==> src/hw/rtl/plc_pkg.sv <==
// ----------------------------------------------------------------------------
// plc_pkg
// Shared types, constants and the search-step update for the FPN corrector.
// ----------------------------------------------------------------------------
package plc_pkg;

  localparam int PIX_W   = 12;
  localparam int SEG_W   = 6;
  localparam int CNT_W   = 7;
  localparam int ADDR_W  = PIX_W + SEG_W;
  localparam int DEPTH   = 1 << ADDR_W;
  localparam int MAX_SEGMENTS = 1 << SEG_W;
  localparam int SEARCH_STEPS = SEG_W;

  localparam logic [1:0] CMD_CORRECT = 2'd0;
  localparam logic [1:0] CMD_REF     = 2'd1;
  localparam logic [1:0] CMD_SCALE   = 2'd2;
  localparam logic [1:0] CMD_OFFSET  = 2'd3;

  localparam logic [1:0] CLIP_NONE = 2'd0;
  localparam logic [1:0] CLIP_HIGH = 2'd1;
  localparam logic [1:0] CLIP_LOW  = 2'd2;

  localparam logic CFG_SEG_COUNT = 1'b0;
  localparam logic CFG_ENABLE    = 1'b1;

  typedef struct packed {
    logic             vld;
    logic [1:0]       cmd;
    logic [PIX_W-1:0] pix;
    logic [15:0]      p;
    logic [SEG_W-1:0] slot;
    logic [31:0]      tv;
    logic             en;
    logic             srch;
    logic [SEG_W-1:0] low;
    logic [CNT_W-1:0] up;
    logic [SEG_W-1:0] mid;
  } item_t;

  // Narrow the interval around mid, then pick the next probe.
  function automatic item_t step_update(item_t it, logic [15:0] level);
    item_t      r;
    logic [CNT_W-1:0] span;
    logic [CNT_W-1:0] nmid;
    r = it;
    if (it.srch) begin
      if (it.p < level) r.up = {1'b0, it.mid};
      else r.low = it.mid;
    end
    span   = r.up - {1'b0, r.low};
    nmid   = {1'b0, r.low} + (span >> 1);
    r.mid  = nmid[SEG_W-1:0];
    r.srch = (span > 7'd1);
    return r;
  endfunction

endpackage

==> src/hw/rtl/plc_arith.sv <==
// ----------------------------------------------------------------------------
// plc_arith
// Multiply, add offset, truncate toward zero, clamp, register the result.
// ----------------------------------------------------------------------------
module plc_arith (
  input  logic           clk,
  input  logic           rst,
  input  plc_pkg::item_t in_item,
  input  logic [23:0]    scale,
  input  logic [31:0]    offset,
  output logic           done,
  output logic [15:0]    corrected_value,
  output logic [5:0]     segment_used,
  output logic [1:0]     clip_kind
);

  plc_pkg::item_t a_item, b_item;
  logic signed [40:0] prod;
  logic signed [31:0] a_off;
  logic signed [49:0] acc;
  logic signed [33:0] quo;
  logic signed [33:0] res;
  logic [15:0] val_next;
  logic [1:0]  clip_next;

  // Stage A: product
  always_ff @(posedge clk) begin
    prod   <= $signed({1'b0, in_item.p}) * $signed(scale);
    a_off  <= $signed(offset);
    a_item <= in_item;
    if (rst) begin
      a_item.vld <= 1'b0;
    end
  end

  // Stage B: add offset in Q.16
  always_ff @(posedge clk) begin
    acc    <= 50'(prod) + {{2{a_off[31]}}, a_off, 16'd0};
    b_item <= a_item;
    if (rst) begin
      b_item.vld <= 1'b0;
    end
  end

  always_comb begin
    quo = acc[49:16];
    if (acc[49] && acc[15:0] != 16'd0) res = quo + 34'sd1;
    else res = quo;
    if (res > 34'sd65535) begin
      val_next  = 16'hFFFF;
      clip_next = plc_pkg::CLIP_HIGH;
    end else if (res < 34'sd0) begin
      val_next  = 16'd0;
      clip_next = plc_pkg::CLIP_LOW;
    end else begin
      val_next  = res[15:0];
      clip_next = plc_pkg::CLIP_NONE;
    end
  end

  // Stage C: result; only correct requests produce a strobe
  always_ff @(posedge clk) begin
    if (rst) begin
      done <= 1'b0;
    end else begin
      done <= b_item.vld && b_item.cmd == plc_pkg::CMD_CORRECT;
    end
    if (b_item.en) begin
      corrected_value <= val_next;
      segment_used    <= b_item.low;
      clip_kind       <= clip_next;
    end else begin
      corrected_value <= b_item.p;
      segment_used    <= '0;
      clip_kind       <= plc_pkg::CLIP_NONE;
    end
  end

endmodule

==> config.mk <==
export PLATFORM = sky130hd
export DESIGN_NAME = plc_arith
export DESIGN_NICKNAME = d
export VERILOG_FILES = /design/src/hw/rtl/plc_pkg.sv /design/src/hw/rtl/plc_arith.sv
export SDC_FILE = /design/constraint.sdc
export NUM_CORES = 1
export LEC_CHECK = 0
export ABC_CLOCK_PERIOD_IN_PS = 7000
export BUFFER_PORTS_ARGS = -buffer_cell sky130_fd_sc_hd__buf_2
export CAP_MARGIN = 20
export CORE_MARGIN = 10
export CORE_UTILIZATION = 30
export DETAILED_ROUTE_END_ITERATION = 12
export GPL_ROUTABILITY_DRIVEN = 0
export SLEW_MARGIN = 20
export SYNTH_ARGS = -nofsm -noshare
export SYNTH_HDL_FRONTEND = slang
export SYNTH_SLANG_ARGS = --single-unit
==> constraint.sdc <==
create_clock -name clk -period 7 [get_ports clk]
set_input_delay 0.7 -clock clk [delete_from_list [all_inputs] [get_ports clk]]
set_output_delay 0.7 -clock clk [all_outputs]
set_load 0.05 [all_outputs]
After elaboration in Yosys (flattened, before gate mapping). Cells that the tools add are included.

Word-level logic and storage cells: 35. Input port bits: 148. Register bits: 199. Output and inout bits: 25.

$mul: 1. Bitwise operators: 1. $lt $le $gt $ge: 2. $add $sub $neg: 2. Reductions and logical operators: 5. Muxes and demuxes: 6.

Operator list (count): $add A41 B48 Y49 (1); $mux W16 (3); $mul A17 B24 Y41 (1); $add A33 B2 Y34 const B (1); $gt A34 B17 Y1 const B (1); $lt A34 B1 Y1 const B (1); $mux W34 (1); $reduce_bool A16 Y1 (1); $logic_and A1 B1 Y1 (2); $logic_not A2 Y1 (1); $mux W2 (1); $reduce_or A2 Y1 (1); $mux W1 (1); $not A1 Y1 (1).

Depth between registers and ports, before layout.
Depth after elaboration: 7. Depth in mapped cells: 25. Gate-level depth less buffers: 24.

Worst setup path after synthesis. Ideal clock, no wire load.

Path kind: in2reg. From: input port in_item[67] (netlist bit). To: register prod[36]. Arrival: 6456 ps. Stages on the path: 22. Slack: 429 ps. Data required time: 6886 ps. Library setup time: 114 ps. Path buffers: 1. Cells stage by stage: clkbuf_1 > nand2_1 > fa_1 > inv_1 > fa_1 > inv_1 > fa_1 > inv_1 > fa_1 > fa_1 > inv_1 > fa_1 > inv_1 > ha_1 > and3_1 > nor2b_1 > o21ai_0 > a211o_1 > a211o_1 > o211ai_2 > mux2i_1 > a2111oi_0.

Cells in the longest elaborated chain, start to end: 1.

Ends and longest elaborated chain: start: declaration (line plc_arith.sv:8) `input plc_pkg::item_t in_item,`; $mul A17 B24 Y41 (line plc_arith.sv:28) `prod <= $signed({1'b0, in_item.p}) * $signed(scale);`; end signal: assignment (line plc_arith.sv:28); end: declaration (line plc_arith.sv:18) `logic signed [40:0] prod;`.

Every way passes these cells. A chain may end at the register's enable or synchronous reset.

Final worst setup path.
From: input port in_item[64] (netlist bit). To: register prod[39].

The elaborated chain is that of the path after synthesis.

==> impl_metrics.json <==
{
  "use_met2": 0.2152,
  "fp.coreArea_um2": 68350,
  "min_path_type": "flip-flop to flip-flop",
  "yosysWarnings": 0,
  "die_width_um": 282.2,
  "clkTransAtPathRegs_ps": 70,
  "detail-route-antenna-nets": 0,
  "netlist_top_cells_count": "482 x inv_1, 378 x fa_1, 273 x nand2_1",
  "maxSlewHeadroom": 0.4783,
  "dp_hpwl_um": 41850,
  "grt_max_degree": 41,
  "area_growth_pct": 12.55,
  "arrival_ps": 6700,
  "clock_path_buffers": 2,
  "syn_nets": 2842,
  "grt_usage": 0.1304,
  "r2r_cells": 9,
  "synth_area_um2": 20630,
  "synth_seq_cells": 199,
  "nets": 2982,
  "drcViolationCount": 0,
  "first_iter_violations": 600,
  "hold_depth": 0,
  "fp.dieH_um": 282.2,
  "cp-end-kind": "flip-flop",
  "finalCritPeriodShare": 0.9136,
  "synthArstFlopShare": 0,
  "fillers": 6979,
  "synth_cells": 2182,
  "clock_sinks": 199,
  "synth.distinct_cells": 64,
  "critPathMaxFanout": 11,
  "crit_required_ps": 7310,
  "rsz0062_at_grt": "false",
  "post_cts_resized": 0,
  "finalHoldViolCount": 0,
  "met1_usage": 0.1736,
  "overflow": 0,
  "synth-seq-area-share": 0.1931,
  "cts_tree": "built",
  "grt.busiest_layer": "met2",
  "synth.top_cell.area_share": 0.3668,
  "cts_made_buffers": 17,
  "final_layout_size_suffix_gt1_frac": 0.1024,
  "core.rowCount": 96,
  "wl_per_cell_um": 15.52,
  "start_util": 0.3018,
  "clock.fmax_mhz": 156.4,
  "synth_edf_count": 0,
  "tns_ps": 0,
  "avgSynthCellArea_um2": 9.455,
  "routed_wl_um": 50010,
  "pin_count": 173,
  "drv_cap": 0,
  "cp-start-kind": "input pin",
  "finalClockSkew_ps": 12.87,
  "ys_top_cells_by_area": "fa_1 37%, dfxtp_1 19%, inv_1 8.8%",
  "synth_top_flop_cell": "dfxtp_1",
  "cts-root-buf": "clkbuf_16",
  "setup-violations-final": 0,
  "port-buffer-count": 108,
  "fin_crit_ps": 6395,
  "dieArea_um2": 79650,
  "clock_latency_ps": 440,
  "holdBufCountCts": 0,
  "yosysTopAreaCell": "fa_1",
  "antenna_found_initial": 20,
  "post_cts_buffers": 0,
  "tightest_slew_ps": 782.6,
  "grt_util_met3": 0.02359,
  "synth_most_common_cell": "inv_1",
  "status": "finished clean",
  "avgViaCountPerCell": 4.435,
  "crit_type": "input pin to flip-flop",
  "dr.pass1.iters": 4,
  "grt_pass1_vias": 15040,
  "slew_violations": 0,
  "grt_pass1_wl_um": 81610,
  "via_count": 14290,
  "htree_levels": 4
}
registers in the layout (all words and copies together), names as in the netlist:
name	flops
segment_used	6
prod	41
b_item	26
acc	49
a_off	32
done	1
corrected_value	16
a_item	26
clip_kind	2
final cells by class:
| type | instances | area [µm²] | area share |
|---|---|---|---|
| timing repair buffer | 191 | 1176 | 0.05065 |
| multi-input combinational | 1431 | 14540 | 0.6262 |
| tap | 882 | 1104 | 0.04753 |
| inverter | 482 | 1809 | 0.07792 |
| clock buffer | 19 | 452.9 | 0.01951 |
| antenna | 6 | 15.01 | 0.0006467 |
| sequential | 199 | 3984 | 0.1716 |
| clock inverter | 12 | 138.9 | 0.005982 |
cells by family (layout without fill, tap and decap cells):
group                      Yosys count  count (layout)  synth area share
xor gates and xnor gates            79              79           0.03354
and+or+nand+nor                    622             622            0.1495
AOI/OAI and AO/OA                  212             212           0.07066
DFF                                199             199            0.1931
buffers and inverters              552             704            0.1021
muxes                                6               6          0.002972
other                                0               6                 0
adders and majority gates          512             512            0.4481
path summary, 6_finish.rpt:
kind	start	slack (ps)	end
min reg2reg	a_item[59]	320	b_item[59]
min	a_item[59]	320	b_item[59]
max reg2reg	acc[10]	3240	corrected_value[4]
max	in_item[64]	600	prod[39]
cell usage in the layout (no fill, tap or decap), types with 8 or more instances in the layout:
cell type,instances
a211oi_1,8
a21o_1,33
a21oi_1,62
a311oi_2,8
a31oi_1,10
and2_1,168
and3_1,13
and4_1,8
buf_2,108
buf_4,82
clkbuf_16,17
dfxtp_1,199
fa_1,378
ha_1,134
inv_1,482
nand2_1,273
nand3_1,25
nand4_1,10
nor2_1,56
nor2b_1,13
nor3_1,19
o21ai_0,31
xnor2_1,54
xor2_1,25
layer usage:
metal | share of wire | up-vias
met5 | 0.0025 | -
li1 | - | 6912
met2 | 0.46 | 307
met4 | 0.020 | 20
met3 | 0.061 | 69
met1 | 0.46 | 6983
worst max-delay path, cell delays in order:
cell and delay (ps):
buf_2 220, and2_1 220, fa_1 530, inv_1 50
fa_1 490, fa_1 510, inv_1 50, fa_1 460
fa_1 540, inv_1 50, fa_1 520, inv_1 40
ha_1 330, nand3_1 120, nor2_1 50, a2111oi_0 410
buf_4 190, a21oi_1 90, o21ai_0 200, buf_4 150
a21oi_1 120, a31oi_1 280, mux2i_1 220, o2111ai_1 130
per-stage QoR:
step,setup slack [ps],hold slack [ps],cells,util,cell area (µm²)
3_5_place_dp,135.7,312.1,3185,0.3308,22610
4_1_cts,607.5,319.0,3216,0.3395,23200
6_report,604.7,319.3,3222,0.3397,23220
2_1_floorplan,429.3,309.6,2182,-,20630
3_3_place_gp,80.35,310.1,3185,0.3308,22610
5_1_grt,207.8,321.8,3220,0.3396,23210
Power is not shown: default switching activity piles up to over one toggle a cycle in this logic, so the estimate is an artifact.
